$ cat config.mk
export PLATFORM = sky130hd
export DESIGN_NAME = wide_text_to_integer
export DESIGN_NICKNAME = d
export VERILOG_FILES = /design/src/rtl/wtti_pkg.sv /design/src/rtl/wtti_front.sv /design/src/rtl/wtti_queue.sv /design/src/rtl/wtti_back.sv /design/src/rtl/wide_text_to_integer.sv
export SDC_FILE = /design/constraint.sdc
export NUM_CORES = 1
export LEC_CHECK = 0
export BUFFER_PORTS_ARGS = -buffer_cell sky130_fd_sc_hd__buf_2
export CAP_MARGIN = 20
export CORE_ASPECT_RATIO = 1.1
export CORE_MARGIN = 2
export CORE_UTILIZATION = 45
export DETAILED_ROUTE_END_ITERATION = 12
export GPL_TIMING_DRIVEN = 0
export SLEW_MARGIN = 0
export SYNTH_ARGS = -nofsm -noshare
export SYNTH_HDL_FRONTEND = slang
export SYNTH_SLANG_ARGS = --single-unit
$ cat constraint.sdc
create_clock -name clock -period 14.21 [get_ports clock]
set_input_delay 0 -clock clock [delete_from_list [all_inputs] [get_ports clock]]
set_output_delay 0 -clock clock [all_outputs]
set_load 0.01 [all_outputs]
$ cat src/rtl/wtti_pkg.sv
`timescale 1ns / 1ps
// Shared types and constants of the wide text to integer parser.
package wtti_pkg;

   localparam int CHAR_W      = 16;
   localparam int BASE_W      = 6;
   localparam int VALUE_W     = 32;
   localparam int OFFSET_W    = 16;
   localparam int STATUS_W    = 2;
   localparam int CSR_INDEX_W = 1;
   localparam int CSR_DATA_W  = 6;

   localparam int QUEUE_DEPTH = 4;
   localparam int QPTR_W      = $clog2(QUEUE_DEPTH);

   localparam logic [BASE_W-1:0] MAX_BASE = 6'd36;

   localparam logic [STATUS_W-1:0] ST_OK        = 2'd0;
   localparam logic [STATUS_W-1:0] ST_NO_DIGITS = 2'd1;
   localparam logic [STATUS_W-1:0] ST_OVERFLOW  = 2'd2;
   localparam logic [STATUS_W-1:0] ST_BAD_BASE  = 2'd3;

   localparam logic [VALUE_W-1:0] SIGNED_MAX   = 32'h7fff_ffff;
   localparam logic [VALUE_W-1:0] SIGNED_MIN   = 32'h8000_0000;
   localparam logic [VALUE_W-1:0] UNSIGNED_MAX = 32'hffff_ffff;

   typedef enum logic [CSR_INDEX_W-1:0] {
      CSR_NUMBER_BASE = 1'b0,
      CSR_SIGNED_MODE = 1'b1
   } csr_index_type;

   typedef enum logic [2:0] {
      PH_IDLE,
      PH_SPACE,
      PH_SIGNED,
      PH_ZERO,
      PH_ZERO_X,
      PH_DIGITS,
      PH_DONE
   } parse_phase_type;

   // Classification of one character, produced by the front end.
   typedef struct packed {
      logic              start;
      logic              blank;
      logic              plus;
      logic              minus;
      logic              zero;
      logic              letter_x;
      logic              digit_ok;
      logic [BASE_W-1:0] digit_val;
   } item_class_type;

endpackage

$ cat src/rtl/wtti_front.sv
`timescale 1ns / 1ps
// Front end: accepts characters and classifies them for the parser.
module wtti_front (
   input  logic                              req_valid,
   output logic                              req_ready,
   input  logic [wtti_pkg::CHAR_W-1:0]       req_wide_char,
   input  logic                              req_string_start,
   input  logic                              queue_full,
   output logic                              push,
   output wtti_pkg::item_class_type          push_item
);
   import wtti_pkg::*;

   assign req_ready = !queue_full;
   assign push      = req_valid && !queue_full;

   always_comb begin
      push_item           = '0;
      push_item.start     = req_string_start;
      push_item.blank     = (req_wide_char == 16'd32) ||
                            (req_wide_char >= 16'd9 && req_wide_char <= 16'd13);
      push_item.plus      = (req_wide_char == 16'd43);
      push_item.minus     = (req_wide_char == 16'd45);
      push_item.zero      = (req_wide_char == 16'd48);
      push_item.letter_x  = (req_wide_char == 16'd120) || (req_wide_char == 16'd88);
      push_item.digit_ok  = 1'b0;
      push_item.digit_val = '0;
      if (req_wide_char >= 16'd48 && req_wide_char <= 16'd57) begin
         push_item.digit_ok  = 1'b1;
         push_item.digit_val = BASE_W'(req_wide_char - 16'd48);
      end else if (req_wide_char >= 16'd97 && req_wide_char <= 16'd122) begin
         push_item.digit_ok  = 1'b1;
         push_item.digit_val = BASE_W'(req_wide_char - 16'd87);
      end else if (req_wide_char >= 16'd65 && req_wide_char <= 16'd90) begin
         push_item.digit_ok  = 1'b1;
         push_item.digit_val = BASE_W'(req_wide_char - 16'd55);
      end
   end

endmodule

$ cat src/rtl/wtti_queue.sv
`timescale 1ns / 1ps
// Short queue of classified characters between front end and parser.
module wtti_queue (
   input  logic                      clock,
   input  logic                      reset,
   input  logic                      push,
   input  wtti_pkg::item_class_type  push_item,
   input  logic                      pop,
   output logic                      full,
   output logic                      not_empty,
   output wtti_pkg::item_class_type  head_item
);
   import wtti_pkg::*;

   item_class_type          slot_ff [QUEUE_DEPTH];
   logic [QPTR_W-1:0]       wr_ptr_ff, wr_ptr_in;
   logic [QPTR_W-1:0]       rd_ptr_ff, rd_ptr_in;
   logic [QPTR_W:0]         count_ff, count_in;

   assign full      = (count_ff == (QPTR_W + 1)'(QUEUE_DEPTH));
   assign not_empty = (count_ff != '0);
   assign head_item = slot_ff[rd_ptr_ff];

   always_comb begin
      wr_ptr_in = push ? wr_ptr_ff + 1'b1 : wr_ptr_ff;
      rd_ptr_in = pop ? rd_ptr_ff + 1'b1 : rd_ptr_ff;
      count_in  = count_ff;
      if (push && !pop) begin
         count_in = count_ff + 1'b1;
      end else if (pop && !push) begin
         count_in = count_ff - 1'b1;
      end
   end

   always_ff @(posedge clock) begin
      if (reset) begin
         wr_ptr_ff <= '0;
         rd_ptr_ff <= '0;
         count_ff  <= '0;
      end else begin
         wr_ptr_ff <= wr_ptr_in;
         rd_ptr_ff <= rd_ptr_in;
         count_ff  <= count_in;
      end
   end

   always_ff @(posedge clock) begin
      if (push) begin
         slot_ff[wr_ptr_ff] <= push_item;
      end
   end

   assert property (@(posedge clock) disable iff (reset)
      count_ff <= (QPTR_W + 1)'(QUEUE_DEPTH))
      else $error("queue count beyond its depth");

   assert property (@(posedge clock) disable iff (reset)
      pop |-> not_empty)
      else $error("queue popped while empty");

endmodule

$ cat src/rtl/wtti_back.sv
`timescale 1ns / 1ps
// Back end: parse state machine, accumulator and result register.
module wtti_back #(
   parameter longint unsigned MAX_OFFSET = 65535
) (
   input  logic                               clock,
   input  logic                               reset,
   input  logic                               item_valid,
   input  wtti_pkg::item_class_type           item,
   output logic                               item_pop,
   input  logic [wtti_pkg::BASE_W-1:0]        number_base,
   input  logic                               signed_mode,
   output logic                               rsp_valid,
   input  logic                               rsp_ready,
   output logic [wtti_pkg::VALUE_W-1:0]       rsp_parsed_value,
   output logic [wtti_pkg::OFFSET_W-1:0]      rsp_end_offset,
   output logic [wtti_pkg::STATUS_W-1:0]      rsp_parse_status
);
   import wtti_pkg::*;

   localparam int POS_W = $clog2(MAX_OFFSET + 64'd1);

   parse_phase_type        phase_ff, phase_in;
   logic [VALUE_W-1:0]     acc_ff, acc_in;
   logic                   minus_ff, minus_in;
   logic                   ovf_ff, ovf_in;
   logic                   dseen_ff, dseen_in;
   logic [BASE_W-1:0]      base_ff, base_in;
   logic [POS_W-1:0]       pos_ff, pos_in;

   logic                   rsp_valid_ff, rsp_valid_in;
   logic [VALUE_W-1:0]     value_ff, value_in;
   logic [OFFSET_W-1:0]    offset_ff, offset_in;
   logic [STATUS_W-1:0]    status_ff, status_in;

   logic                   take;
   logic                   bad_base;
   logic                   do_finish;
   logic [POS_W-1:0]       finish_end;
   logic [VALUE_W+BASE_W-1:0] mac;
   logic [63:0]            end_wide;
   logic [VALUE_W-1:0]     limit;

   // The parser advances only when the result register can take a result.
   assign take     = item_valid && (!rsp_valid_ff || rsp_ready);
   assign item_pop = take;

   // Next state: walk the phases that this character passes through.
   always_comb begin
      phase_in   = phase_ff;
      acc_in     = acc_ff;
      minus_in   = minus_ff;
      ovf_in     = ovf_ff;
      dseen_in   = dseen_ff;
      base_in    = base_ff;
      pos_in     = pos_ff;
      bad_base   = 1'b0;
      do_finish  = 1'b0;
      finish_end = '0;
      mac        = '0;

      if (item.start) begin
         acc_in   = '0;
         minus_in = 1'b0;
         ovf_in   = 1'b0;
         dseen_in = 1'b0;
         base_in  = number_base;
         pos_in   = '0;
         if (number_base == 6'd1 || number_base > MAX_BASE) begin
            bad_base = 1'b1;
            phase_in = PH_DONE;
         end else begin
            phase_in = PH_SPACE;
         end
      end

      // Phases that do not consume the character hand it on to the next one.
      if (!bad_base) begin
         if (phase_in == PH_SPACE && !item.blank && !item.plus && !item.minus) begin
            phase_in = PH_SIGNED;
         end
         if (phase_in == PH_SIGNED &&
             !((base_in == 6'd0 || base_in == 6'd16) && item.zero)) begin
            if (base_in == 6'd0) begin
               base_in = 6'd10;
            end
            phase_in = PH_DIGITS;
         end
         if (phase_in == PH_ZERO && !item.letter_x) begin
            if (base_in == 6'd0) begin
               base_in = 6'd8;
            end
            phase_in = PH_DIGITS;
         end
         if (phase_in == PH_ZERO_X && item.digit_ok && item.digit_val < 6'd16) begin
            base_in  = 6'd16;
            phase_in = PH_DIGITS;
         end

         mac = (VALUE_W + BASE_W)'(acc_in) * (VALUE_W + BASE_W)'(base_in)
             + (VALUE_W + BASE_W)'(item.digit_val);

         case (phase_in)
            PH_SPACE: begin
               if (item.plus || item.minus) begin
                  minus_in = item.minus;
                  phase_in = PH_SIGNED;
               end
               if (64'(pos_in) < MAX_OFFSET) begin
                  pos_in = pos_in + 1'b1;
               end
            end
            PH_SIGNED: begin
               dseen_in = 1'b1;
               phase_in = PH_ZERO;
               if (64'(pos_in) < MAX_OFFSET) begin
                  pos_in = pos_in + 1'b1;
               end
            end
            PH_ZERO: begin
               phase_in = PH_ZERO_X;
               if (64'(pos_in) < MAX_OFFSET) begin
                  pos_in = pos_in + 1'b1;
               end
            end
            PH_ZERO_X: begin
               // A prefix without a hex digit after it: the number is the lone zero.
               do_finish  = 1'b1;
               finish_end = (pos_in != '0) ? pos_in - 1'b1 : '0;
               phase_in   = PH_DONE;
            end
            PH_DIGITS: begin
               if (item.digit_ok && item.digit_val < base_in) begin
                  dseen_in = 1'b1;
                  if (mac[VALUE_W+BASE_W-1:VALUE_W] != '0) begin
                     ovf_in = 1'b1;
                  end else if (!ovf_in) begin
                     acc_in = mac[VALUE_W-1:0];
                  end
                  if (64'(pos_in) < MAX_OFFSET) begin
                     pos_in = pos_in + 1'b1;
                  end
               end else begin
                  do_finish  = 1'b1;
                  finish_end = pos_in;
                  phase_in   = PH_DONE;
               end
            end
            default: begin
            end
         endcase
      end
   end

   // Outputs: format the result and manage the result register.
   always_comb begin
      rsp_valid_in = rsp_valid_ff;
      value_in     = value_ff;
      offset_in    = offset_ff;
      status_in    = status_ff;
      end_wide     = 64'(finish_end);
      limit        = minus_in ? SIGNED_MIN : SIGNED_MAX;

      if (rsp_ready) begin
         rsp_valid_in = 1'b0;
      end
      if (take && bad_base) begin
         rsp_valid_in = 1'b1;
         value_in     = '0;
         offset_in    = '0;
         status_in    = ST_BAD_BASE;
      end else if (take && do_finish) begin
         rsp_valid_in = 1'b1;
         offset_in    = (end_wide > 64'hffff) ? 16'hffff : end_wide[OFFSET_W-1:0];
         status_in    = ST_OK;
         if (!dseen_in) begin
            value_in  = '0;
            offset_in = '0;
            status_in = ST_NO_DIGITS;
         end else if (signed_mode) begin
            if (ovf_in || acc_in > limit) begin
               value_in  = limit;
               status_in = ST_OVERFLOW;
            end else begin
               value_in = minus_in ? VALUE_W'(0) - acc_in : acc_in;
            end
         end else if (ovf_in) begin
            value_in  = UNSIGNED_MAX;
            status_in = ST_OVERFLOW;
         end else begin
            value_in = minus_in ? VALUE_W'(0) - acc_in : acc_in;
         end
      end
   end

   always_ff @(posedge clock) begin
      if (reset) begin
         phase_ff     <= PH_IDLE;
         acc_ff       <= '0;
         minus_ff     <= 1'b0;
         ovf_ff       <= 1'b0;
         dseen_ff     <= 1'b0;
         base_ff      <= '0;
         pos_ff       <= '0;
         rsp_valid_ff <= 1'b0;
      end else begin
         if (take) begin
            phase_ff <= phase_in;
            acc_ff   <= acc_in;
            minus_ff <= minus_in;
            ovf_ff   <= ovf_in;
            dseen_ff <= dseen_in;
            base_ff  <= base_in;
            pos_ff   <= pos_in;
         end
         rsp_valid_ff <= rsp_valid_in;
      end
   end

   always_ff @(posedge clock) begin
      value_ff  <= value_in;
      offset_ff <= offset_in;
      status_ff <= status_in;
   end

   assign rsp_valid        = rsp_valid_ff;
   assign rsp_parsed_value = value_ff;
   assign rsp_end_offset   = offset_ff;
   assign rsp_parse_status = status_ff;

   assert property (@(posedge clock) disable iff (reset)
      (take && item.start && (number_base == 6'd1 || number_base > MAX_BASE))
      |=> (rsp_valid_ff && status_ff == ST_BAD_BASE))
      else $error("invalid base did not give its result");

   assert property (@(posedge clock) disable iff (reset)
      (take && item.start) |=> (phase_ff != PH_IDLE))
      else $error("string start left the parser idle");

   assert property (@(posedge clock) disable iff (reset)
      (rsp_valid_ff && status_ff == ST_NO_DIGITS) |-> (value_ff == '0 && offset_ff == '0))
      else $error("no-digit result carries a value or offset");

endmodule

$ cat src/rtl/wide_text_to_integer.sv
`timescale 1ns / 1ps
// Top level of the streaming wide text to integer parser.
//
// Usage: characters enter on the req_ channel, one 16-bit character per item,
// with req_string_start set on the first character of each string. The parser
// skips white space, takes an optional sign and an optional 0x prefix, and
// accumulates digits in the configured radix. The first character that is not
// a digit (the zero terminator included) ends the number and gives one item on
// the rsp_ channel with the value, the end offset and a status. Characters of a
// string that has finished, or that arrive before any string start, give none.
// The csr_ channel writes number_base (index 0) and signed_mode (index 1); it is
// always ready. The user must write it only while the parser is idle; the block
// does not enforce this. A character is accepted into a four-entry queue,
// classified on the way in, and taken by the parser from the queue head. The
// parser takes one character per cycle with its single multiply-accumulate,
// while the result register can take a result. When rsp_ready is low, the
// result register holds its item, the parser stops and the queue absorbs up to
// four more characters before req_ready falls. Reset empties the queue, drops
// any pending result, idles the parser and restores base 10 and signed mode.
module wide_text_to_integer #(
   parameter longint unsigned MAX_OFFSET = 65535
) (
   input  logic                                  clock,
   input  logic                                  reset,
   input  logic                                  req_valid,
   output logic                                  req_ready,
   input  logic [wtti_pkg::CHAR_W-1:0]           req_wide_char,
   input  logic                                  req_string_start,
   output logic                                  rsp_valid,
   input  logic                                  rsp_ready,
   output logic [wtti_pkg::VALUE_W-1:0]          rsp_parsed_value,
   output logic [wtti_pkg::OFFSET_W-1:0]         rsp_end_offset,
   output logic [wtti_pkg::STATUS_W-1:0]         rsp_parse_status,
   input  logic                                  csr_valid,
   output logic                                  csr_ready,
   input  logic [wtti_pkg::CSR_INDEX_W-1:0]      csr_index,
   input  logic [wtti_pkg::CSR_DATA_W-1:0]       csr_data
);
   import wtti_pkg::*;

   logic [BASE_W-1:0]  number_base_ff, number_base_in;
   logic               signed_mode_ff, signed_mode_in;

   logic               queue_full;
   logic               queue_not_empty;
   logic               push;
   logic               pop;
   item_class_type     push_item;
   item_class_type     head_item;

   assign csr_ready = 1'b1;

   always_comb begin
      number_base_in = number_base_ff;
      signed_mode_in = signed_mode_ff;
      if (csr_valid) begin
         case (csr_index_type'(csr_index))
            CSR_NUMBER_BASE: number_base_in = csr_data[BASE_W-1:0];
            CSR_SIGNED_MODE: signed_mode_in = csr_data[0];
            default: begin
            end
         endcase
      end
   end

   always_ff @(posedge clock) begin
      if (reset) begin
         number_base_ff <= 6'd10;
         signed_mode_ff <= 1'b1;
      end else begin
         number_base_ff <= number_base_in;
         signed_mode_ff <= signed_mode_in;
      end
   end

   wtti_front u_front (
      .req_valid        (req_valid),
      .req_ready        (req_ready),
      .req_wide_char    (req_wide_char),
      .req_string_start (req_string_start),
      .queue_full       (queue_full),
      .push             (push),
      .push_item        (push_item)
   );

   wtti_queue u_queue (
      .clock     (clock),
      .reset     (reset),
      .push      (push),
      .push_item (push_item),
      .pop       (pop),
      .full      (queue_full),
      .not_empty (queue_not_empty),
      .head_item (head_item)
   );

   wtti_back #(
      .MAX_OFFSET (MAX_OFFSET)
   ) u_back (
      .clock            (clock),
      .reset            (reset),
      .item_valid       (queue_not_empty),
      .item             (head_item),
      .item_pop         (pop),
      .number_base      (number_base_ff),
      .signed_mode      (signed_mode_ff),
      .rsp_valid        (rsp_valid),
      .rsp_ready        (rsp_ready),
      .rsp_parsed_value (rsp_parsed_value),
      .rsp_end_offset   (rsp_end_offset),
      .rsp_parse_status (rsp_parse_status)
   );

endmodule

==> flow_metrics.env <==
export IMPL_status="finished, final reports clean"
export IMPL_clk_latency_ps=460
export IMPL_holdWs_ps=10.5
export IMPL_synth_compound_area_share=0.199
export IMPL_grt_max_degree=40
export IMPL_worstPathRequired_ps=14510
export IMPL_grt_overflow=0
export IMPL_worstPathArrival_ps=13730
export IMPL_relSlewSlack=0.316
export IMPL_synth_xor_area_frac=0.0250
export IMPL_p_leak_nw=8.73
export IMPL_clock_skew_ps=16.3
export IMPL_path_delay_family="buffers and inverters"
export IMPL_netlist_instances=2158
export IMPL_antenna_found_initial=0
export IMPL_rsz0062_at_grt="no"
export IMPL_min_to="u_queue.slot_ff[3][0]"
export IMPL_io_buffer_count=79
export IMPL_drc_errors=0
export IMPL_yosys_top_cells_area="dfxtp_1, fa_1, ha_1"
export IMPL_cts_sinks=179
export IMPL_synthSimpleGateAreaFrac=0.222
export IMPL_worst_setup_path_end_kind="flip-flop"
export IMPL_ys_async_sr_fraction=0
export IMPL_ys_ff_latch=179
export IMPL_yosysSeqAreaShare=0.229
export IMPL_cp_max_fo=19
export IMPL_hp_start="req_wide_char[0]"
export IMPL_grt_pass1_vias=16800
export IMPL_grt_pass1_wl_um=95600
export IMPL_track_usage=0.298
export IMPL_slowest_stage="fa_1"
export IMPL_avgSynthCellArea_um2=8.29
export IMPL_reg2reg_to="u_back.rsp_parsed_value[25]"
export IMPL_die_w_um=194
export IMPL_firstDrtPassIters=7
export IMPL_regToRegSetupSlack_ps=780
export IMPL_drv_slew=0
export IMPL_cts_max_level=4
export IMPL_fin_crit_sh=0.945
export IMPL_coreArea_um2=39200
export IMPL_synthFlopType="dfxtp_1"
export IMPL_die_y_um=213
export IMPL_hold_path_class="primary input to flip-flop"
export IMPL_postLayoutCoreUtil=0.501
export IMPL_cap_viol_max_count=0
export IMPL_diodes=0
export IMPL_nets=2558
export IMPL_die_area_um2=41400
export IMPL_wirelength_um=61600
export IMPL_finalSetupTns_ps=0
export IMPL_via_per_inst=6.15
export IMPL_reg2reg_depth=44
export IMPL_clkTransAtPathRegs_ps=80
export IMPL_area_growth_pct=9.77
export IMPL_start_kind="flip-flop"
export IMPL_muxShareOfSynthArea=0.0376
export IMPL_cts_path_max_buffers=2
export IMPL_yosys_warnings=0
export IMPL_vias=17100
export IMPL_yosys_area_top_type_share=0.142
export IMPL_drive_above_1_share=0.0956
export IMPL_ir_drop_v=0.000118
export IMPL_synth_top_family_by_area="adder cells"
export IMPL_cts_tree="done"
export IMPL_hold_viol=0
export IMPL_drtIter0Drc=1484
export IMPL_start_util=0.456
export IMPL_place_congestion=0.976
export IMPL_cts_root_buf="clkbuf_16"
export IMPL_wl_per_cell_um=22.1
export IMPL_worst_path_buf_inv=14
export IMPL_fin_crit_ps=13430
export IMPL_max_stage_delay_ps=560
export IMPL_hold_path_cell_count=2
export IMPL_synth_edff_count=52
export IMPL_setup_viol=0
export IMPL_yosysUniqueCellTypes=107
export IMPL_worst_slew_pin_slew_ps=1020
export IMPL_yosysTopAreaCell="dfxtp_1"
export IMPL_crit_type="flip-flop to flip-flop"
export IMPL_rows=76
export IMPL_synthAdderAreaFrac=0.236
export IMPL_cp_num_cells=44
export IMPL_io_pins=82
export IMPL_synth_fp_nets=2449
export IMPL_dp_hpwl_um=49200
export IMPL_drtAntennaViolNets=0
export IMPL_clock_fmax_ghz=0.0745
export IMPL_power_density_nw_per_um2=185
export IMPL_syn_area_um2=17900
export IMPL_numCtsBuffers=17
[layer usage]
metal | wire [um] | vias up | share of wire | global-route usage
met5 | 0 | - | 0 | 0
met3 | 4160 | 133 | 0.068 | 0.0452
met1 | 26300 | 8354 | 0.43 | 0.392
met4 | 2410 | 0 | 0.039 | 0.115
li1 | - | 7921 | - | -
met2 | 28800 | 723 | 0.47 | 0.496
[power breakdown]
| group | internal (mW) | switching, mW | total, mW | leakage [nW] |
|---|---|---|---|---|
| logic | 0.772 | 1.66 | 2.44 | 6.91 |
| registers | 0.627 | 0.0860 | 0.713 | 1.53 |
| clock network | 0.251 | 0.236 | 0.487 | 0.285 |
[final cells by class]
class | count | area (um2)
plain buffers | 123 | 543
inverters | 101 | 379
flip-flops and latches | 179 | 4100
clock buffers | 17 | 425
fillers | 3868 | 19500
well taps | 507 | 634
clock inverters | 15 | 163
multi-input cells | 1754 | 12900
repair buffers | 91 | 510
[Yosys cell counts (11+ instances only)]
cell      instances
a21oi_1         159
o21ai_0          90
and2_1           11
ha_1            137
nand2_1         177
clkbuf_1         80
mux4_2           11
buf_1            14
inv_1            95
nor3_1           55
o211ai_1         16
a211oi_1         31
nand3_1          68
mux2i_1          32
o31ai_1          11
nand4_1          29
or2_2            15
and3_1           16
or3_1            18
xor2_1           21
a31oi_1          24
a21o_1           28
nor2b_1          20
nand2b_1         16
buf_2            19
o21a_1           20
a22oi_1          23
fa_1            125
dfxtp_1         127
edfxtp_1         52
nor2_1          351
xnor2_1          30
o21ai_1          28
nor4_1           20
[worst reg2reg max path, delay by kind of cell, from the launching register on]
kind | cells | cell delay, ps
DFF | 1 | 390
AOI/OAI and AO/OA | 11 | 2790
adders and majority gates | 6 | 2820
and+or+nand+nor | 11 | 2780
muxes | 2 | 530
buffers and inverters | 14 | 3960
[how the worst max path moves through the flow]
stage                          from                     endpoint  slack (ps)
after floorplan           flip-flop  u_back.rsp_parsed_value[30]        3600
after global placement    flip-flop  u_back.rsp_parsed_value[30]        -390
after detailed placement  flip-flop  u_back.rsp_parsed_value[25]        -400
after CTS                 flip-flop  u_back.rsp_parsed_value[25]          40
after global routing      flip-flop  u_back.rsp_parsed_value[30]         110
final                     flip-flop  u_back.rsp_parsed_value[25]         780
[cells in the final DEF (no fill, tap or decap), types with 29 or more instances in the layout]
cell	synthesis	final
a211oi_1	31	31
a21oi_1	159	158
buf_2	19	99
clkbuf_1	80	77
dfxtp_1	127	127
edfxtp_1	52	52
fa_1	125	125
ha_1	137	137
inv_1	95	95
mux2i_1	32	32
nand2_1	177	177
nand3_1	68	68
nand4_1	29	29
nor2_1	351	351
nor3_1	55	55
o21ai_0	90	90
xnor2_1	30	30
[registers in the layout (all words and copies together), names as in the netlist, named ones only]
signal,count
number_base_ff,6
signed_mode_ff,1
u_back.acc_ff,32
u_back.base_ff,6
u_back.dseen_ff,1
u_back.minus_ff,1
u_back.ovf_ff,1
u_back.phase_ff,3
u_back.pos_ff,16
u_back.rsp_end_offset,16
u_back.rsp_parse_status,2
u_back.rsp_parsed_value,32
u_back.rsp_valid,1
u_queue.count_ff,3
u_queue.rd_ptr_ff,2
u_queue.slot_ff,52
u_queue.wr_ptr_ff,2
[cells by family after synthesis]
group	after synthesis
and+or+nand+nor	844
adders and majority gates	262
xor gates and xnor gates	51
DFF	179
AOI/OAI and AO/OA	544
muxes	52
other	1
buffers and inverters	225
[stage by stage]
stage          power [mW]  instance area, um2  setup slack, ps  cells
2_1_floorplan        2.31               17900             3600   2158
6_report             3.64               19600              783   2787
3_3_place_gp         3.06               18900             -391   2744
4_1_cts              3.58               19600             35.8   2788
5_1_grt              3.87               19600              110   2787
3_5_place_dp         3.09               18900             -403   2746
[repair_timing]
action,in CTS,in global routing
endpoints found under the hold margin,12,0
gates resized for setup,3,5
setup buffers,0,0
setup endpoints to repair,25,33
hold buffers,10,0
Note: power is estimated with default switching activity, not from simulation.
